**src/sv/zdes_pkg.sv**
```systemverilog
// shared types and constants for the z-drop extension scorer
package zdes_pkg;

  localparam int unsigned MAX_SEQ_LEN_DEF = 1048576;

  localparam int unsigned CFG_IDX_W  = 3;
  localparam int unsigned CFG_DATA_W = 21;

  localparam logic signed [31:0] PEAK_INIT = -32'sd1000000000;

  // alignment operation codes; OP_NONE marks "no previous operation"
  typedef enum logic [2:0] {
    OP_MATCH    = 3'd0,
    OP_INS      = 3'd1,
    OP_DEL      = 3'd2,
    OP_MISMATCH = 3'd3,
    OP_UNKNOWN  = 3'd4,
    OP_NONE     = 3'd7
  } op_code_t;

  // configuration register indexes
  typedef enum logic [CFG_IDX_W-1:0] {
    REG_MATCH       = 3'd0,
    REG_MISMATCH    = 3'd1,
    REG_GAP_OPEN    = 3'd2,
    REG_GAP_EXTEND  = 3'd3,
    REG_START_SCORE = 3'd4,
    REG_ZDROP       = 3'd5,
    REG_STOP_NEG    = 3'd6
  } cfg_reg_t;

  typedef struct packed {
    logic signed [10:0] match_score;
    logic signed [10:0] mismatch_score;
    logic signed [10:0] gap_open_score;
    logic signed [10:0] gap_extend_score;
    logic [15:0]        start_score;
    logic signed [20:0] zdrop_limit;
    logic               stop_on_negative;
  } zdes_cfg_t;

  typedef struct packed {
    logic [2:0]  op_code;
    logic        first_op;
    logic        last_op;
    logic [20:0] query_length;
    logic [20:0] target_length;
  } zdes_in_t;

  typedef struct packed {
    logic [20:0]        stop_index;
    logic signed [31:0] final_score;
    logic [20:0]        query_pos;
    logic [20:0]        target_pos;
    logic signed [31:0] best_score;
    logic [20:0]        best_query_pos;
    logic [20:0]        best_target_pos;
    logic [21:0]        edit_distance;
    logic               unknown_op;
  } zdes_out_t;

endpackage

```
**src/sv/zdes_cfg_regs.sv**
```systemverilog
// configuration register file of the z-drop extension scorer
module zdes_cfg_regs import zdes_pkg::*; (
  input  logic                  clk,
  input  logic                  rst_n,
  input  logic                  cfg_we,
  input  logic [CFG_IDX_W-1:0]  cfg_index,
  input  logic [CFG_DATA_W-1:0] cfg_wdata,
  output zdes_cfg_t             cfg
);

  zdes_cfg_t cfg_r;
  zdes_cfg_t cfg_nxt;

  always_comb begin
    cfg_nxt = cfg_r;
    if (cfg_we) begin
      unique case (cfg_index)
        REG_MATCH:       cfg_nxt.match_score      = cfg_wdata[10:0];
        REG_MISMATCH:    cfg_nxt.mismatch_score   = cfg_wdata[10:0];
        REG_GAP_OPEN:    cfg_nxt.gap_open_score   = cfg_wdata[10:0];
        REG_GAP_EXTEND:  cfg_nxt.gap_extend_score = cfg_wdata[10:0];
        REG_START_SCORE: cfg_nxt.start_score      = cfg_wdata[15:0];
        REG_ZDROP:       cfg_nxt.zdrop_limit      = cfg_wdata[20:0];
        REG_STOP_NEG:    cfg_nxt.stop_on_negative = cfg_wdata[0];
        default:         cfg_nxt = cfg_r;
      endcase
    end
  end

  always_ff @(posedge clk) begin
    if (!rst_n) begin
      cfg_r.match_score      <= 11'sd1;
      cfg_r.mismatch_score   <= -11'sd1;
      cfg_r.gap_open_score   <= -11'sd1;
      cfg_r.gap_extend_score <= -11'sd1;
      cfg_r.start_score      <= '0;
      cfg_r.zdrop_limit      <= -21'sd1;
      cfg_r.stop_on_negative <= 1'b0;
    end else begin
      cfg_r <= cfg_nxt;
    end
  end

  assign cfg = cfg_r;

endmodule

```
**src/sv/zdes_in_stage.sv**
```systemverilog
// input register stage of the z-drop extension scorer
module zdes_in_stage import zdes_pkg::*; (
  input  logic     clk,
  input  logic     rst_n,
  input  logic     in_valid,
  output logic     in_ready,
  input  zdes_in_t in_data,
  input  logic     advance,
  output logic     item_valid,
  output zdes_in_t item
);

  logic     valid_r;
  logic     valid_nxt;
  zdes_in_t item_r;

  assign in_ready  = !valid_r || advance;
  assign valid_nxt = in_ready ? in_valid : valid_r;

  always_ff @(posedge clk) begin
    if (!rst_n) begin
      valid_r <= 1'b0;
    end else begin
      valid_r <= valid_nxt;
    end
  end

  // payload needs no reset
  always_ff @(posedge clk) begin
    if (in_valid && in_ready) begin
      item_r <= in_data;
    end
  end

  assign item_valid = valid_r;
  assign item       = item_r;

endmodule

```
**src/sv/zdes_core.sv**
```systemverilog
// extension state and combinational scoring of one alignment operation
module zdes_core import zdes_pkg::*; #(
  parameter int unsigned MAX_SEQ_LEN = MAX_SEQ_LEN_DEF
) (
  input  logic      clk,
  input  logic      rst_n,
  input  logic      step,
  input  zdes_in_t  item,
  input  zdes_cfg_t cfg,
  output logic      res_valid,
  output zdes_out_t res
);

  localparam logic [31:0]        MaxLenFull = 32'(MAX_SEQ_LEN);
  localparam logic [20:0]        MaxLen     = MaxLenFull[20:0];
  localparam logic signed [33:0] ScoreMax   = 34'sd2147483647;
  localparam logic signed [33:0] ScoreMin   = -34'sd2147483648;

  logic signed [31:0] run_score_r, peak_score_r;
  logic [20:0]        peak_qpos_r, peak_tpos_r, cur_qpos_r, cur_tpos_r;
  logic [21:0]        edits_r, op_index_r;
  logic [2:0]         prev_code_r;
  logic               halted_r;

  logic signed [31:0] base_run, base_peak;
  logic [20:0]        base_pq, base_pt, base_q, base_t;
  logic [21:0]        base_edits, base_idx;
  logic [2:0]         base_prev;
  logic               base_halted;

  logic signed [31:0] run_score_nxt, peak_score_nxt;
  logic [20:0]        peak_qpos_nxt, peak_tpos_nxt, cur_qpos_nxt, cur_tpos_nxt;
  logic [21:0]        edits_nxt, op_index_nxt;
  logic [2:0]         prev_code_nxt;
  logic               halted_nxt;

  logic [20:0]        qlen, tlen;
  logic signed [10:0] add_a, add_b;
  logic               inc_q, inc_t, inc_e, unknown;
  logic signed [33:0] sc, zd_thresh;
  logic signed [31:0] run_n, peak_n;
  logic [20:0]        pq_n, pt_n, q_n, t_n;
  logic signed [20:0] zd;
  logic               zstop, stop;

  always_comb begin
    // a first operation restarts the extension before it is scored
    if (item.first_op) begin
      base_run    = 32'(signed'({1'b0, cfg.start_score}));
      base_peak   = PEAK_INIT;
      base_pq     = '0;
      base_pt     = '0;
      base_q      = '0;
      base_t      = '0;
      base_edits  = '0;
      base_prev   = OP_NONE;
      base_idx    = '0;
      base_halted = 1'b0;
    end else begin
      base_run    = run_score_r;
      base_peak   = peak_score_r;
      base_pq     = peak_qpos_r;
      base_pt     = peak_tpos_r;
      base_q      = cur_qpos_r;
      base_t      = cur_tpos_r;
      base_edits  = edits_r;
      base_prev   = prev_code_r;
      base_idx    = op_index_r;
      base_halted = halted_r;
    end

    qlen = (32'(item.query_length) > MaxLenFull) ? MaxLen : item.query_length;
    tlen = (32'(item.target_length) > MaxLenFull) ? MaxLen : item.target_length;

    add_a   = '0;
    add_b   = '0;
    inc_q   = 1'b0;
    inc_t   = 1'b0;
    inc_e   = 1'b0;
    unknown = 1'b0;
    case (item.op_code) inside
      OP_MATCH: begin
        add_a = cfg.match_score;
        inc_q = 1'b1;
        inc_t = 1'b1;
      end
      OP_MISMATCH: begin
        add_a = cfg.mismatch_score;
        inc_q = 1'b1;
        inc_t = 1'b1;
        inc_e = 1'b1;
      end
      OP_INS, OP_DEL: begin
        // gap open only when the run of codes changes
        if (item.op_code != base_prev) begin
          add_a = cfg.gap_open_score;
        end
        add_b = cfg.gap_extend_score;
        inc_q = (item.op_code == OP_INS);
        inc_t = (item.op_code == OP_DEL);
        inc_e = 1'b1;
      end
      default: unknown = 1'b1;
    endcase

    sc = 34'(base_run) + 34'(add_a) + 34'(add_b);
    if (sc > ScoreMax) begin
      run_n = 32'sh7FFF_FFFF;
    end else if (sc < ScoreMin) begin
      run_n = -32'sh8000_0000;
    end else begin
      run_n = sc[31:0];
    end

    q_n = base_q + 21'(inc_q);
    t_n = base_t + 21'(inc_t);

    if (!unknown && (run_n > base_peak)) begin
      peak_n = run_n;
      pq_n   = q_n;
      pt_n   = t_n;
    end else begin
      peak_n = base_peak;
      pq_n   = base_pq;
      pt_n   = base_pt;
    end

    // negative limit turns the drop check off
    zd        = cfg.zdrop_limit;
    zd_thresh = 34'(peak_n) - 34'(zd);
    zstop     = !zd[20] && (34'(run_n) < zd_thresh);

    stop = unknown || (q_n >= qlen) || (t_n >= tlen)
        || (cfg.stop_on_negative && run_n[31]) || zstop;

    res_valid = step && !base_halted && (stop || item.last_op);

    res.stop_index    = base_idx[21] ? '1 : base_idx[20:0];
    res.edit_distance = base_edits + 22'(inc_e);
    res.unknown_op    = unknown;
    if (unknown) begin
      res.final_score     = '0;
      res.query_pos       = qlen;
      res.target_pos      = tlen;
      res.best_score      = '0;
      res.best_query_pos  = qlen;
      res.best_target_pos = tlen;
    end else begin
      res.final_score     = run_n;
      res.query_pos       = q_n;
      res.target_pos      = t_n;
      res.best_score      = peak_n;
      res.best_query_pos  = pq_n;
      res.best_target_pos = pt_n;
    end

    // a halted extension only takes the restart, if any
    if (base_halted) begin
      run_score_nxt  = base_run;
      peak_score_nxt = base_peak;
      peak_qpos_nxt  = base_pq;
      peak_tpos_nxt  = base_pt;
      cur_qpos_nxt   = base_q;
      cur_tpos_nxt   = base_t;
      edits_nxt      = base_edits;
      prev_code_nxt  = base_prev;
      op_index_nxt   = base_idx;
      halted_nxt     = base_halted;
    end else begin
      run_score_nxt  = run_n;
      peak_score_nxt = peak_n;
      peak_qpos_nxt  = pq_n;
      peak_tpos_nxt  = pt_n;
      cur_qpos_nxt   = q_n;
      cur_tpos_nxt   = t_n;
      edits_nxt      = res.edit_distance;
      prev_code_nxt  = item.op_code;
      op_index_nxt   = (&base_idx) ? base_idx : base_idx + 22'd1;
      halted_nxt     = stop || item.last_op;
    end
  end

  always_ff @(posedge clk) begin
    if (!rst_n) begin
      run_score_r  <= '0;
      peak_score_r <= PEAK_INIT;
      peak_qpos_r  <= '0;
      peak_tpos_r  <= '0;
      cur_qpos_r   <= '0;
      cur_tpos_r   <= '0;
      edits_r      <= '0;
      prev_code_r  <= OP_NONE;
      op_index_r   <= '0;
      halted_r     <= 1'b0;
    end else if (step) begin
      run_score_r  <= run_score_nxt;
      peak_score_r <= peak_score_nxt;
      peak_qpos_r  <= peak_qpos_nxt;
      peak_tpos_r  <= peak_tpos_nxt;
      cur_qpos_r   <= cur_qpos_nxt;
      cur_tpos_r   <= cur_tpos_nxt;
      edits_r      <= edits_nxt;
      prev_code_r  <= prev_code_nxt;
      op_index_r   <= op_index_nxt;
      halted_r     <= halted_nxt;
    end
  end

endmodule

```
**src/sv/zdrop_extension_scorer_unit.sv**
```systemverilog
// top level of the z-drop extension scorer: input stage, scoring core, result register
// a request goes from the input register through the core; any result lands in the result register
// throughput: one request per cycle unless a result stalls; the next extension state is formed
//   combinationally inside the scoring core, so consecutive operations chain without bubbles
// the result register stalls the core only while a result waits on out_ready
// reset: synchronous active-low rst_n clears the channels, the extension state and
//   returns the configuration registers to their defaults; no clearing pass
module zdrop_extension_scorer_unit import zdes_pkg::*; #(
  parameter int unsigned MAX_SEQ_LEN = MAX_SEQ_LEN_DEF
) (
  input  logic                  clk,
  input  logic                  rst_n,
  input  logic                  in_valid,
  output logic                  in_ready,
  input  zdes_in_t              in_data,
  output logic                  out_valid,
  input  logic                  out_ready,
  output zdes_out_t             out_data,
  input  logic                  cfg_we,
  input  logic [CFG_IDX_W-1:0]  cfg_index,
  input  logic [CFG_DATA_W-1:0] cfg_wdata
);

  zdes_cfg_t cfg;
  zdes_in_t  item;
  zdes_out_t res;
  logic      item_valid;
  logic      advance;
  logic      step;
  logic      res_valid;

  logic      out_valid_r;
  logic      out_valid_nxt;
  zdes_out_t out_data_r;

  // configuration registers, to be written only while idle; the block itself does not enforce this
  zdes_cfg_regs u_cfg (
    .clk       (clk),
    .rst_n     (rst_n),
    .cfg_we    (cfg_we),
    .cfg_index (cfg_index),
    .cfg_wdata (cfg_wdata),
    .cfg       (cfg)
  );

  // input register: accepts a new request whenever the core moves on
  zdes_in_stage u_in (
    .clk        (clk),
    .rst_n      (rst_n),
    .in_valid   (in_valid),
    .in_ready   (in_ready),
    .in_data    (in_data),
    .advance    (advance),
    .item_valid (item_valid),
    .item       (item)
  );

  // core moves when the result register is empty or being drained
  assign advance = !out_valid_r || out_ready;
  assign step    = item_valid && advance;

  // scoring core: state registers plus combinational add, clamp and compares
  zdes_core #(
    .MAX_SEQ_LEN (MAX_SEQ_LEN)
  ) u_core (
    .clk       (clk),
    .rst_n     (rst_n),
    .step      (step),
    .item      (item),
    .cfg       (cfg),
    .res_valid (res_valid),
    .res       (res)
  );

  // result register
  always_comb begin
    if (step && res_valid) begin
      out_valid_nxt = 1'b1;
    end else if (out_ready) begin
      out_valid_nxt = 1'b0;
    end else begin
      out_valid_nxt = out_valid_r;
    end
  end

  always_ff @(posedge clk) begin
    if (!rst_n) begin
      out_valid_r <= 1'b0;
    end else begin
      out_valid_r <= out_valid_nxt;
    end
  end

  always_ff @(posedge clk) begin
    if (step && res_valid) begin
      out_data_r <= res;
    end
  end

  assign out_valid = out_valid_r;
  assign out_data  = out_data_r;

  // a stalled result must freeze the core
  a_no_step_on_stall: assert property (@(posedge clk) disable iff (!rst_n)
    (out_valid_r && !out_ready) |-> !step)
    else $error("core stepped while a result was stalled");

  // input stage only pushes back when it holds a request
  a_ready_when_empty: assert property (@(posedge clk) disable iff (!rst_n)
    !in_ready |-> item_valid)
    else $error("input stage refused a request while empty");

  // an unknown stop reports zero scores
  a_unknown_zero: assert property (@(posedge clk) disable iff (!rst_n)
    (out_valid_r && out_data_r.unknown_op) |->
      (out_data_r.final_score == 32'sd0 && out_data_r.best_score == 32'sd0))
    else $error("unknown stop with nonzero scores");

  // best score never below the final score on a scored stop
  a_best_ge_final: assert property (@(posedge clk) disable iff (!rst_n)
    (out_valid_r && !out_data_r.unknown_op) |->
      (out_data_r.best_score >= out_data_r.final_score))
    else $error("best score below final score");

endmodule
```
**config.mk**
```make
export PLATFORM = sky130hd
export DESIGN_NAME = zdrop_extension_scorer_unit
export DESIGN_NICKNAME = d
export VERILOG_FILES = /design/src/sv/zdes_pkg.sv /design/src/sv/zdes_cfg_regs.sv /design/src/sv/zdes_in_stage.sv /design/src/sv/zdes_core.sv /design/src/sv/zdrop_extension_scorer_unit.sv
export SDC_FILE = /design/constraint.sdc
export NUM_CORES = 1
export LEC_CHECK = 0
export BUFFER_PORTS_ARGS = -buffer_cell sky130_fd_sc_hd__buf_4
export CAP_MARGIN = 20
export CORE_ASPECT_RATIO = 0.7
export CORE_UTILIZATION = 30
export DETAILED_ROUTE_END_ITERATION = 12
export SYNTH_ARGS = -nofsm -noshare
export SYNTH_HDL_FRONTEND = slang
export SYNTH_SLANG_ARGS = --single-unit
```
**constraint.sdc**
```tcl
create_clock -name clk -period 20.5 [get_ports clk]
set_input_delay 5.125 -clock clk [delete_from_list [all_inputs] [get_ports clk]]
set_output_delay 5.125 -clock clk [all_outputs]
set_load 0.05 [all_outputs]
```
## Yosys cells after proc, flatten, opt, wreduce, memory -nomap -nowiden

Cells that the tools add are included.

| word-level totals | value |
|---|---|
| register bits | 519 |
| logic and storage cells | 140 |

| cells by class | value |
|---|---|
| add/subtract/negate cells | 7 |
| magnitude comparators | 8 |
| equal/unequal tests | 10 |
| muxes and demuxes | 50 |
| reduce and logical (&&, ||, !) cells | 32 |

Operators with widths:

| cell | number |
|---|---|
| $mux W21 | 12 |
| $mux W32 | 7 |
| $mux W116 | 1 |
| $mux W22 | 5 |
| $mux W11 | 7 |
| $add A21 B1 Y21 | 2 |
| $ge A21 B21 Y1 | 2 |
| $gt A21 B21 Y1 const B | 2 |
| $add A33 B11 Y34 | 1 |
| $gt A34 B32 Y1 const B | 1 |
| $lt A34 B32 Y1 const B | 1 |
| $add A32 B11 Y33 | 1 |
| $lt A32 B33 Y1 | 1 |
| $sub A32 B21 Y33 | 1 |
| $gt A32 B32 Y1 | 1 |
| $add A22 B1 Y22 | 1 |
| $add A22 B1 Y22 const B | 1 |
| $reduce_and A22 Y1 | 1 |
| $mux W1 | 16 |
| $reduce_and A2 Y1 | 7 |
| $eq A3 B2 Y1 const B | 4 |
| $eq A3 B3 Y1 const B | 3 |
| $logic_and A1 B1 Y1 | 8 |
| $logic_or A1 B1 Y1 | 7 |
| 7 further kinds | 14 |

## Longest topological paths before layout

Gate-level depths: netlist of run 1.

| depth | value |
|---|---|
| depth after elaboration | 22 |
| gate-level depth with buffers | 66 |

## Hierarchy

A second synthesis of run 1 with hierarchy kept.

| unflattened totals | value |
|---|---|
| cell total of the unflattened synthesis | 3206 |
| area total of the unflattened synthesis | 29788.6 um2 |

Modules (own cells, without submodules):

| module | instances | cells each | area each (um2) | seq. area each (um2) |
|---|---|---|---|---|
| zdes_core | 1 | 2639 | 19162.1 | 3923.8 |
| zdrop_extension_scorer_unit | 1 | 198 | 5836.8 | 5785.5 |
| zdes_cfg_regs | 1 | 317 | 3320.7 | 1641.6 |
| zdes_in_stage | 1 | 52 | 1468.9 | 1431.4 |

## Least setup slack after synthesis of run 1

Ideal clock, no wire load.

| path | value |
|---|---|
| path type | reg-to-reg |
| start point | register u_in.item_r, in the netlist u_in.item[43] |
| end point | register out_data_r, in the netlist out_data[0], enable pin |
| arrival | 17.029 ns |
| required time | 19.925 ns |
| path slack | 2.896 ns |
| stages on the path, launching flop included | 61 |
| buffers on the path | 9 |
| clock period less this slack | 17.604 ns |
| cell sequence | edfxtp_1 -> clkbuf_1 -> clkbuf_1 -> buf_1 -> nor4_1 -> nor3_1 -> clkbuf_1 -> a222oi_1 -> inv_1 -> fa_1 -> ha_1 -> a21oi_1 -> nand2_1 -> a221o_1 -> a41oi_2 -> o21ai_2 -> a211oi_2 -> o21ai_1 -> [... 25 more ...] -> o21ai_0 -> a211oi_1 -> or3_1 -> a31oi_1 -> o21ai_0 -> a31oi_1 -> o21ai_0 -> a21oi_1 -> xor2_1 -> ha_1 -> nand4_1 -> nor4_1 -> nand3_1 -> or3_1 -> a31o_2 -> a211oi_1 -> a211o_1 -> and2_1 |

| between the ends | value |
|---|---|
| cells in the longest elaborated chain, start to end | 21 |
| elaborated cells on any way between the ends | 37 |
| classes of those cells | 5 x add/sub; 6 x order compare; 1 x eq/ne; 13 x mux; 12 x reduce/logical |

Ends and longest elaborated chain:

| element | RTL line | text |
|---|---|---|
| start: declaration | zdes_in_stage.sv:15 | `zdes_in_t item_r;` |
| start signal: assignment | zdes_in_stage.sv:31 | `item_r <= in_data;` |
| $mux W3 | zdes_core.sv:48 | `if (item.first_op) begin` |
| $ne A3 B3 Y1 | zdes_core.sv:95 | `if (item.op_code != base_prev) begin` |
| $mux W11 | zdes_core.sv:95 |  |
| $mux W11 (3 in a row) | zdes_core.sv:81 | `case (item.op_code) inside` |
| $add A32 B11 Y33 (*) | zdes_core.sv:106 | `sc = 34'(base_run) + 34'(add_a) + 34'(add_b);` |
| $add A33 B11 Y34 (*) | zdes_core.sv:106 |  |
| $lt A34 B32 Y1 | zdes_core.sv:109 | `end else if (sc < ScoreMin) begin` |
| $mux W32 | zdes_core.sv:109 |  |
| [... 1 more ...] | n/a |  |
| via u_core.run_n[9] | zdes_core.sv:41 | `logic signed [31:0] run_n, peak_n;` |
| [... 3 more ...] | n/a |  |
| via u_core.peak_n[1] | zdes_core.sv:41 |  |
| $sub A32 B21 Y33 (*) | zdes_core.sv:130 | `zd_thresh = 34'(peak_n) - 34'(zd);` |
| $lt A32 B33 Y1 (*) | zdes_core.sv:131 | `zstop = !zd[20] && (34'(run_n) < zd_thresh);` |
| $logic_and A1 B1 Y1 (*) | zdes_core.sv:131 |  |
| $logic_or A1 B1 Y1 (*) | zdes_core.sv:134 | `\|\| (cfg.stop_on_negative && run_n[31]) \|\| zstop;` |
| $logic_or A1 B1 Y1 (*) | zdes_core.sv:136 | `res_valid = step && !base_halted && (stop \|\| item.last_op);` |
| $logic_and A1 B1 Y1 (*) | zdes_core.sv:136 |  |
| $logic_and A1 B1 Y1 (*) | zdrop_extension_scorer_unit.sv:95 | `if (step && res_valid) begin` |
| end signal: assignment | zdrop_extension_scorer_unit.sv:96 | `out_data_r <= res;` |
| end: declaration | zdrop_extension_scorer_unit.sv:34 | `zdes_out_t out_data_r;` |

The timed path passes the listed nets; every way through them passes the cells marked *.
A chain may end at the register's enable or synchronous reset.

## Worst setup path after layout of run 1

| path | value |
|---|---|
| start point | register u_in.item_r, in the netlist u_in.item[43] |
| end point | register out_data_r, in the netlist out_data[69], enable pin |

Same word-level chain as after synthesis.

==> results of run 1 <==
==> state kept, by name (all words and copies together), names as in the netlist <==
name	flops
u_core.cur_tpos_r	21
out_data	192
u_core.op_index_r	22
u_in.item	47
u_core.prev_code_r	3
u_in.item_valid	1
u_core.peak_qpos_r	21
u_cfg.cfg	82
u_core.run_score_r	32
u_core.halted_r	1
u_core.cur_qpos_r	21
u_core.peak_score_r	32
out_valid	1
u_core.edits_r	22
u_core.peak_tpos_r	21
==> through the flow <==
step,cells,hold slack (ns)
CTS,4507,0.453
finish,4512,0.449
global route,4512,0.468
detailed placement,4404,0.444
global placement,4404,0.437
floorplan,3026,0.432
==> where the power goes <==
| group | leakage (uW) | switching (uW) | internal (uW) |
|---|---|---|---|
| Sequential | 0.00451 | 32.8 | 1160 |
| Clock | 0.000905 | 454 | 587 |
| Combinational | 0.00785 | 831 | 430 |
| Total | 0.0133 | 1320 | 2170 |
==> metal layers <==
metal	global-route usage, %	up-vias
met2	24.9	708
li1	-	11200
met4	3.58	2
met5	0	-
met1	28.0	11000
met3	4.33	90
==> critical path, delay by kind of cell (launching register included) <==
kind	cells	cell delay, ns
AOI/OAI and AO/OA	32	8.53
DFF	1	0.75
buffers and inverters	5	1.86
xor gates and xnor gates	1	0.19
and+or+nand+nor	7	1.76
adders and majority gates	6	1.80
muxes	2	0.86
==> cells in the mapped netlist (12+ instances only) <==
cell type,instances,area (sq um)
nand2_1,437,1640
nor2_1,295,1110
dfxtp_1,280,5610
edfxtp_1,239,7180
a21oi_1,213,1070
ha_1,175,2190
clkbuf_1,123,462
nor2b_1,114,713
o21ai_0,106,531
inv_1,104,390
nand3_1,92,460
xnor2_1,65,569
nor3_1,64,320
a32o_1,59,591
xor2_1,58,508
mux2i_1,56,561
a21o_1,51,383
nand2b_1,50,313
a211oi_1,47,353
fa_1,34,681
nand4_1,31,194
o31ai_1,31,233
o211ai_1,29,218
and3_1,24,150
o21a_1,22,165
nor4_1,19,119
and2_1,17,106
buf_2,15,75.1
buf_1,14,52.6
a31oi_1,12,75.1
==> logic make-up (layout without fill, tap and decap cells) <==
family | Yosys count | count (layout)
AOI/OAI and AO/OA | 650 | 650
xor gates and xnor gates | 123 | 123
adders and majority gates | 209 | 209
buffers and inverters | 272 | 522
DFF | 519 | 519
muxes | 67 | 67
other | 0 | 1
and+or+nand+nor | 1186 | 1186
==> area by class of cell <==
cell class / instances / area [sq um]
multi-input combinational: 2235 / 14400
tap: 1235 / 1550
antenna: 1 / 2.50
timing repair buffer: 313 / 2360
sequential: 519 / 12800
clock buffer: 62 / 1450
inverter: 106 / 400
clock inverter: 41 / 404
fill: 9471 / 59300
==> path summary, 6_finish.rpt <==
check | endpoint | start | depth (start not counted) | slack, ns
hold reg to reg | u_core.cur_tpos_r[0]$_SDFFE_PN0P_ | u_core.cur_tpos_r[0]$_SDFFE_PN0P_ | 2 | 0.45
setup reg to reg | out_data[69]$_SDFFCE_PP0P_ | u_in.item[43]$_DFFE_PP_ | 53 | 4.18
setup / recovery | out_data[69]$_SDFFCE_PP0P_ | u_in.item[43]$_DFFE_PP_ | 53 | 4.18
hold / removal | u_core.cur_tpos_r[0]$_SDFFE_PN0P_ | u_core.cur_tpos_r[0]$_SDFFE_PN0P_ | 2 | 0.45
==> summary.txt, run 1 <==
Status
  – Status: completed

Detailed routing
  – Met3 Wirelength: 7260 um
  – Wl on met1: 44900 um
  – Final WL: slightly below 90000 um
  – Vias: 23000
  – Wire per inst: 19.7 um
  – DRC Markers: 0
  – DRT Pass-1 Iters: 7
  – Number of vias per cell: 5.10
  – Highest metal used: met5
  – Met2 routed WL: 35500 um
  – Initial drt markers: 2105
  – Routed Antenna Nets: 0

Timing
  – Slew @ Worst Pin: 1.12 ns
  – Post-layout min period: around 16 ns
  – Final period util: 79.6%
  – Max frequency: 61.3 MHz
  – Setup TNS: 0 ns
  – Slack of the critical path: 4.18 ns
  – Worst Skew: 0.0325 ns
  – Relative max-transition margin: 24.7%
  – Final Hold Fails: 0
  – Slew Limit Fails: 0
  – Final setup violation count: 0
  – Unrepaired setup endpoints after global routing: no

Finish
  – Commonest non-fill, non-tap cells in the layout: nand2_1 (437), buf_4 (308), nor2_1 (293)
  – Most common cell after layout, fill and taps aside: nand2_1
  – Non-Filler Cell Area, Final: 33400 sq um
  – Share of cells above drive strength 1: 13.3%
  – Layout net count: 3515
  – Synth-to-Final Area Change: 17.9%
  – Final Util: 36.0%

Power and ir drop
  – Design Power: 3490 uW
  – PD cells: 105 nW/um^2
  – VDD IR max: 0.0591 mV
  – Lkg Pwr: 0.0133 uW

Synthesis
  – Synth Area in XOR/XNOR: 3.81%
  – Number of flops mapped to enable cells by yosys: 239
  – Mapped cell area: 28300 sq um
  – Syn nets: 3311
  – Post-synth ARST share: 0%
  – Multiplexer share of the synthesized area: under 10%
  – Post-Synthesis Cells: 3026
  – Sequential area share after synthesis: 45.2%
  – Syn Area/Cell: 9.35 sq um
  – Combinational family with the most area after synthesis: simple AND/OR/NAND/NOR gates
  – Synth Area in Compound Gates: 15.2%
  – Top_reg_cell synth: dfxtp_1
  – Synth Area in Simple Gates: 19.2%
  – Post-Synth Adder-Cell Area: 10.1%
  – Unique cell type count in the Yosys netlist: 74
  – YS warnings: 0
  – #FFs+latches synth: 519

Clock tree
  – Post-CTS resize count: 0
  – Post-CTS Setup Repair Bufs: 0
  – Clk slew on worst S/H paths: 0.07 ns
  – Clock Latency Late Sink: approximately 0.64 ns
  – CTS tree: built
  – CTS Buf Count: 55
  – Clock Tree Root: clkbuf_16
  – Clk sink count: 519
  – Clk buf depth: 3
  – H-tree Lvls: 2
  – CTS Hold Bufs: 0

Critical path
  – Worst EP required: 20.75 ns
  – Kind of end point of the critical path: flip-flop
  – CP max stage delay: 0.83 ns
  – CP max-delay cell: buf_4
  – CP max FO: 71
  – Setup CP Type: flip-flop to flip-flop
  – Worst EP arrival: 16.57 ns
  – Crit path top cell by count: a21oi_1
  – CP startpoint kind: flip-flop

Placement
  – IO Port Bufs: 269
  – Routability cong.: 0.912
  – Pre-CTS setup slack: between 3 and 4 ns
  – Hpwl dp: ~62000 um
  – DP Area: about 31000 sq um

Floorplanning
  – Core ar.: 92600 sq um
  – Die height: roughly 260 um
  – Starting Density: 30.5%
  – # rows: 93
  – Ports: 270
  – Die ar.: 95500 sq um
  – Die W: around 370 um

Min path
  – HP Class: flip-flop to flip-flop

GRT
  – First-pass GRT wire length: 134000 um
  – Vias in the first global route: 21900
  – Tot GR Track Use: a little under a fifth
  – Largest net degree at the start of global routing: 125
  – Initial antenna violation count: 3
  – Aggregate global routing overflow: 0

Job
  – Max-cap violations: 0
Note: power is estimated with default switching activity, not from simulation.
==> inputs of run 2 (changes only) <==
- ABC_AREA: default -> 1
- clock period: 20.5 -> 14.5 ns (I/O delays scaled with it)
==> run 2 against run 1 <==
Core utilization down 0.098 points. Wire length grew 3.7%. Critical path depth rose by 6. Largest power group unchanged. Clock skew is 0.0085 ns higher. Non-clock buffer count down 4. Setup slack got worse by 3.1 ns. Fmax grew 22%.
==> summary.txt, run 2 <==
Synthesis
  – Top-area cell type share of the netlist area: 23.8% (-1.6 points)
  – Most instantiated cells after synthesis: nand2_1 (892), inv_1 (460), a21oi_1 (306)
  – Cell with the most instances after synthesis: nand2_1
  – YS warnings: 0 (unchanged)
  – Area leader, netlist: edfxtp_1
  – Syn Area/Cell: 7.87 sq um (-16%)
  – Top_reg_cell synth: dfxtp_1
  – Post-Synthesis Cells: 3830 (+27%)
  – Syn nets: 4115 (+24%)
  – Largest cells by area after synthesis: edfxtp_1 (24%), dfxtp_1 (19%), nand2_1 (11%)
  – Post-synth ARST share: 0% (unchanged)
  – #FFs+latches synth: 519 (unchanged)
  – Number of flops mapped to enable cells by yosys: 239 (unchanged)
  – Sequential area share after synthesis: 42.4% (-2.8 points)
  – Unique cell type count in the Yosys netlist: 54 (-27%)
  – Mapped cell area: 30100 sq um (+6.6%)

Finish
  – Max reg flops: 192 (unchanged)
  – Fillers: 10300 (+9.1%)
  – Synth-to-Final Area Change: 17.6%
  – Layout net count: 4288 (+22%)
  – Commonest non-fill, non-tap cells in the layout: nand2_1 (891), inv_1 (456), a21oi_1 (306)
  – Most common cell after layout, fill and taps aside: nand2_1
  – Final Util: 35.9% (-0.098 points)
  – ANT cells: 0 (-1)
  – Share of cells above drive strength 1: 11.4% (-1.8 points)
  – Non-Filler Instances: 5374 (+19%)

Timing
  – Slew @ Worst Pin: 1.12 ns (-0.00220 ns)
  – Post-layout min period: 13.43 ns (-2.89 ns)
  – Relative max-transition margin: 25.2% (+0.43 points)
  – Final setup violation count: 0 (unchanged)
  – Final period util: 92.6% (+13 points)
  – Final Hold Fails: 0 (unchanged)
  – Worst Skew: 0.0410 ns (+0.00854 ns)
  – Setup TNS: 0 ns (unchanged)
  – Slack of the critical path: 1.07 ns (-3.11 ns)
  – Slew Limit Fails: 0 (unchanged)
  – Unrepaired setup endpoints after global routing: no
  – Max frequency: 74.5 MHz (+22%)

Critical path
  – Kind of end point of the critical path: flip-flop
  – CP max stage delay: 0.63 ns (-0.20 ns)
  – Crit. path cell count: 59 (+11%)
  – Crit path top cell by count: nand2_1
  – Critical path buffers and inverters: 7 (+2)
  – Worst EP arrival: 13.70 ns (-2.87 ns)
  – Top delay family on crit path: compound AO/OA/AOI/OAI gates
  – CP max-delay cell: a221oi_1
  – CP startpoint kind: flip-flop
  – Worst EP required: 14.77 ns (-5.98 ns)
  – R2R cell count: 59 (+11%)
  – CP max FO: 85 (+20%)
  – Setup CP Type: flip-flop to flip-flop

Placement
  – Routability cong.: 0.894 (-2.0%)
  – Pre-CTS setup slack: 1.22 ns (-2.59 ns)
  – Cell Count Post-Placement: 5268 (+20%)
  – IO Port Bufs: 269 (unchanged)
  – Hpwl dp: 65900 um (+6.0%)

Floorplanning
  – Die height: 267 um (+3.2%)
  – Die ar.: 102000 sq um (+6.5%)
  – Starting Density: 30.5% (about the same)
  – Ports: 270 (unchanged)
  – Die W: 381 um (+3.2%)
  – Core ar.: 98700 sq um (+6.6%)
  – # rows: 96 (+3.2%)

Power and ir drop
  – Lkg Pwr: 0.0163 uW (+23%)
  – PD cells: 149 nW/um^2 (+42%)
  – VDD IR max: 0.116 mV (+96%)

Min path
  – HP Class: flip-flop to flip-flop
  – Worst Hold Path Cells: 2 (unchanged)

Detailed routing
  – Routed Antenna Nets: 0 (unchanged)
  – Initial drt markers: 2245 (+6.7%)
  – DRT Pass-1 Iters: 5 (-2)
  – Vias: 26400 (+15%)
  – DRC Markers: 0 (unchanged)
  – Final WL: 92300 um (+3.7%)
  – Number of vias per cell: 4.91 (-3.7%)
  – Wire per inst: 17.2 um (-13%)

GRT
  – Initial antenna violation count: 6 (+3)
  – First-pass GRT wire length: 142000 um (+6.0%)
  – Tot GR Track Use: 17.7% (-0.35 points)
  – Aggregate global routing overflow: 0 (unchanged)
  – Vias in the first global route: 24300 (+11%)
  – Largest net degree at the start of global routing: 156 (+25%)

Clock tree
  – Clock Latency Late Sink: 0.64 ns (about the same)
  – Clock Tree Root: clkbuf_16
  – Post-CTS Setup Repair Bufs: 0 (unchanged)
  – Clk buf depth: 3 (unchanged)
  – CTS Buf Count: 56 (+1.8%)
  – CTS tree: built
  – H-tree Lvls: 2 (unchanged)
  – Clk slew on worst S/H paths: 0.06 ns (about the same)
  – Clk sink count: 519 (unchanged)

Status
  – Status: completed

Job
  – Max-cap violations: 0 (unchanged)
run 2: changes by cell type in the layout (fill, tap and decap cells not counted), sizes merged, moves of 59 or more:
cell,previous run,this run
nand2,437,912
inv,108,471
nand3,92,281
nor2b,114,0
a21oi,214,306
nand4,31,111
o21ai,119,190
a32o,59,0
run 2: final cells by class:
| cell class | count | area [sq um] | share of cell area, % |
|---|---|---|---|
| tap | 1323 | 1660 | 4.67 |
| sequential | 519 | 12800 | 36.0 |
| multi-input combinational | 2651 | 14900 | 41.9 |
| inverter | 466 | 1760 | 4.96 |
| clock buffer | 66 | 1500 | 4.24 |
| timing repair buffer | 309 | 2380 | 6.72 |
| clock inverter | 40 | 515 | 1.45 |
run 2: path summary, 6_finish.rpt:
kind / endpoint / from / slack (ns)
worst min register to register: u_cfg.cfg[66]$_SDFFE_PN1P_ / u_cfg.cfg[66]$_SDFFE_PN1P_ / 0.46
worst max register to register: out_data[142]$_SDFFCE_PP0P_ / u_in.item[44]$_DFFE_PP_ / 1.07
worst max-delay path: out_data[142]$_SDFFCE_PP0P_ / u_in.item[44]$_DFFE_PP_ / 1.07
worst min-delay path: u_cfg.cfg[66]$_SDFFE_PN1P_ / u_cfg.cfg[66]$_SDFFE_PN1P_ / 0.46
run 2: per-layer routing:
| layer | GRT usage [%] | part of all wire [%] |
|---|---|---|
| met5 | 0 | 0.0098 |
| met2 | 25.5 | 41 |
| met1 | 27.3 | 51 |
| met3 | 2.77 | 6.3 |
| met4 | 3.67 | 1.8 |
run 2: worst min-delay path, cell delays in order, from the launching register on:
cell,delay (ns)
dfxtp_1,0.33
nand2_1,0.05
nand3_1,0.05
run 2: cell families (layout without fill, tap and decap cells):
kind of cell | Yosys count | in the layout | synth area share (%)
adders and majority gates | 209 | 209 | 9.52
and+or+nand+nor | 1674 | 1674 | 24.0
buffers and inverters | 660 | 881 | 8.54
DFF | 519 | 519 | 42.4
AOI/OAI and AO/OA | 662 | 662 | 12.4
xor gates and xnor gates | 106 | 106 | 3.08
run 2: repair_timing:
| action | in CTS | in global routing |
|---|---|---|
| resized for setup | 0 | 1 |
| setup endpoints to repair | 0 | 109 |
| hold buffers | 0 | 0 |
| hold endpoints to repair | 0 | 0 |
run 2: where the power goes:
group	switching, uW	internal, uW
Sequential	51.8	1660
Combinational	1360	620
Clock	645	943
Total	2060	3220
run 2: per-stage QoR:
step,area (sq um),hold slack [ns],total power (uW)
2_1_floorplan,30200,0.424,3160
3_3_place_gp,33400,0.438,3690
3_5_place_dp,33400,0.443,3700
4_1_cts,35500,0.460,5310
5_1_grt,35500,0.481,5630
6_report,35500,0.459,5280
==> inputs of run 3 (changes only) <==
- clock period: 14.5 -> 11.1 ns (I/O delays scaled with it)
==> run 3 against run 2 <==
Critical path type unchanged. Cell count grew 2.4%. Final area grew 5.5%. First-iteration DRC count grew 11%. Core utilization grew 2.0 points. Sequential share of layout area shrank 1.9 points. Global-route usage grew 0.63 points. Critical path depth grew 6. Die area is the same. Non-clock buffer count grew 125. Fmax grew 28%.
==> summary.txt, run 3 (synthesized netlist as in run 2, its figures left out) <==
Critical path
  – Worst EP arrival: 10.82 ns (-2.88 ns)
  – CP max stage delay: 0.51 ns (-0.12 ns)
  – Setup CP Type: flip-flop to flip-flop
  – Worst EP required: 11.44 ns (-3.33 ns)
  – R2r setup slk: 0.61 ns (-0.46 ns)
  – CP startpoint kind: flip-flop
  – R2R cell count: 65 (+10%)
  – Reg-to-reg endpoint: out_data[98]$_DFFE_PP_
  – Kind of end point of the critical path: flip-flop
  – CP max-delay cell: fa_1
  – RR Startpoint: u_in.item[43]$_DFFE_PP_
  – CP max FO: 14 (-84%)
  – Crit path top cell by count: nand2_1

Floorplanning
  – # rows: 96 (unchanged)
  – Core ar.: 98700 sq um (unchanged)
  – Starting Density: 30.5% (unchanged)
  – Die ar.: 102000 sq um (unchanged)
  – Die height: 267 um (unchanged)
  – Die W: 381 um (unchanged)
  – Ports: 270 (unchanged)

Timing
  – Slack of the critical path: 0.614 ns (-0.458 ns)
  – Post-layout min period: 10.49 ns (-2.94 ns)
  – Fin Hold WS: 0.458 ns (-0.00109 ns)
  – Final setup violation count: 0 (unchanged)
  – Worst Skew: 0.0506 ns (+0.00965 ns)
  – Slew Limit Fails: 0 (unchanged)
  – Max frequency: 95.4 MHz (+28%)
  – Slew @ Worst Pin: 1.10 ns (-0.0207 ns)
  – Setup TNS: 0 ns (unchanged)
  – Final Hold Fails: 0 (unchanged)
  – Final period util: 94.5% (+1.9 points)
  – Relative max-transition margin: 26.6% (+1.4 points)

Power and ir drop
  – Lkg Pwr: 0.0171 uW (+4.9%)
  – Design Power: 7420 uW (+41%)
  – PD cells: 198 nW/um^2 (+33%)
  – VDD IR max: 0.152 mV (+31%)

Clock tree
  – Clock Latency Late Sink: 0.67 ns (+0.03 ns)
  – Clk sink count: 519 (unchanged)
  – Clk slew on worst S/H paths: 0.06 ns (about the same)
  – CTS Hold Bufs: 0 (unchanged)
  – CTS tree: built
  – Clk buf depth: 3 (unchanged)
  – H-tree Lvls: 2 (unchanged)
  – Clock Tree Root: clkbuf_16
  – CTS Buf Count: 57 (+1.8%)

Detailed routing
  – Routed Antenna Nets: 0 (unchanged)
  – DRT Pass-1 Iters: 6 (+1)
  – Wire per inst: 17.8 um (+3.7%)
  – Initial drt markers: 2502 (+11%)
  – Number of vias per cell: 4.90 (-0.35%)
  – Vias: 26900 (+2.0%)
  – Final WL: 97900 um (+6.1%)
  – DRC Markers: 0 (unchanged)

Min path
  – HP Class: flip-flop to flip-flop
  – Worst Hold Path Cells: 2 (unchanged)
  – Worst hold endpoint: u_cfg.cfg[65]$_SDFFE_PN1P_
  – Worst Min Path Start: u_cfg.cfg[65]$_SDFFE_PN1P_

Placement
  – Pre-CTS setup slack: -0.0529 ns (-1.27 ns)
  – Cell Count Post-Placement: 5363 (+1.8%)
  – IO Port Bufs: 269 (unchanged)
  – Routability cong.: 0.930 (+4.0%)
  – Hpwl dp: 70400 um (+6.9%)

Finish
  – Area of the multi-input gates: 15500 sq um (+4.3%)
  – Max reg flops: 192 (unchanged)
  – Most common cell after layout, fill and taps aside: nand2_1
  – Layout net count: 4415 (+3.0%)
  – Share of cells above drive strength 1: 16.4% (+5.0 points)
  – Commonest non-fill, non-tap cells in the layout: nand2_1 (874), inv_1 (454), buf_4 (401)
  – Synth-to-Final Area Change: 24.1%
  – Non-Filler Instances: 5501 (+2.4%)
  – Register area: 12800 sq um (unchanged)
  – Fillers: 10000 (-2.9%)
  – ANT cells: 0 (unchanged)

Job
  – Max-cap violations: 0 (unchanged)

GRT
  – Aggregate global routing overflow: 0 (unchanged)
  – Vias in the first global route: 24800 (+2.1%)
  – Largest net degree at the start of global routing: 86 (-45%)
  – Initial antenna violation count: 2 (-4)
  – Tot GR Track Use: 18.3% (+0.63 points)
  – First-pass GRT wire length: 146000 um (+2.8%)

Status
  – Status: completed
-- run 3: changes by cell type in the layout (fill, tap and decap cells not counted), moves of 14 or more --
cell	change
a21oi_2	+14
ha_1	-22
nand2_1	-17
a21oi_1	-15
ha_4	+19
buf_4	+99
-- run 3: worst max-delay path by stage --
| stage | from | endpoint | slack (ns) | cells past startpoint |
|---|---|---|---|---|
| 2_1_floorplan | u_in.item[43]$_DFFE_PP_ | out_data[0]$_DFFE_PP_ | -2.02 | 67 |
| 3_3_place_gp | u_in.item[43]$_DFFE_PP_ | out_data[107]$_DFFE_PP_ | 0.06 | 66 |
| 3_5_place_dp | u_in.item[43]$_DFFE_PP_ | out_data[107]$_DFFE_PP_ | -0.05 | 60 |
| 4_1_cts | u_in.item[46]$_DFFE_PP_ | out_data[98]$_DFFE_PP_ | 0.03 | 69 |
| 5_1_grt | u_in.item[43]$_DFFE_PP_ | out_data[67]$_SDFFCE_PP0P_ | -0.12 | 68 |
| 6_report | u_in.item[43]$_DFFE_PP_ | out_data[98]$_DFFE_PP_ | 0.61 | 65 |
-- run 3: metrics by stage --
step           utilization [%]  cell area [sq um]
6_report                  37.9              37400
5_1_grt                   37.9              37400
4_1_cts                   37.1              36700
3_5_place_dp              35.0              34600
3_3_place_gp              35.0              34600
2_1_floorplan                -              30600
-- run 3: metal layers --
metal / global-route usage (%) / part of all wire (%) / vias to the layer above
li1: - / - / 13400
met5: 0 / 0 / -
met4: 3.76 / 1.5 / 0
met3: 4.54 / 8.3 / 96
met2: 27.1 / 42 / 839
met1: 26.7 / 48 / 12600
-- run 3: worst max-delay path, delay by kind of cell, from the launching register on --
kind                     cells  cell delay, ns
flip-flops                   1            0.40
buffers and inverters        9            1.43
AO/OA/AOI/OAI               21            3.21
XOR/XNOR                     2            0.41
AND/OR/NAND/NOR             28            2.95
adder cells (fa/ha/maj)      5            1.74
-- run 3: report_power, final --
group	leakage, uW	internal [uW]	switching (uW)
clock network	0.00101	1260	861
logic	0.0115	1110	1950
registers	0.00456	2170	72.2
total	0.0171	4540	2890
-- run 3: timing repair --
| action | 4_1_cts | 5_1_grt |
|---|---|---|
| pin swaps | 1 | 27 |
| setup buffers | 0 | 21 |
| cloned | 0 | 10 |
| setup endpoints to repair | 186 | 194 |
| hold endpoints to repair | 0 | 0 |
| gates resized for setup | 3 | 73 |
-- run 3: area by class of cell --
| type | instances | area share (%) |
|---|---|---|
| clock inverters | 41 | 1.50 |
| flip-flops and latches | 519 | 34.2 |
| inverters | 466 | 4.72 |
| repair buffers | 434 | 9.73 |
| multi-input cells | 2652 | 41.4 |
| well taps | 1323 | 4.42 |
| clock buffers | 66 | 4.04 |
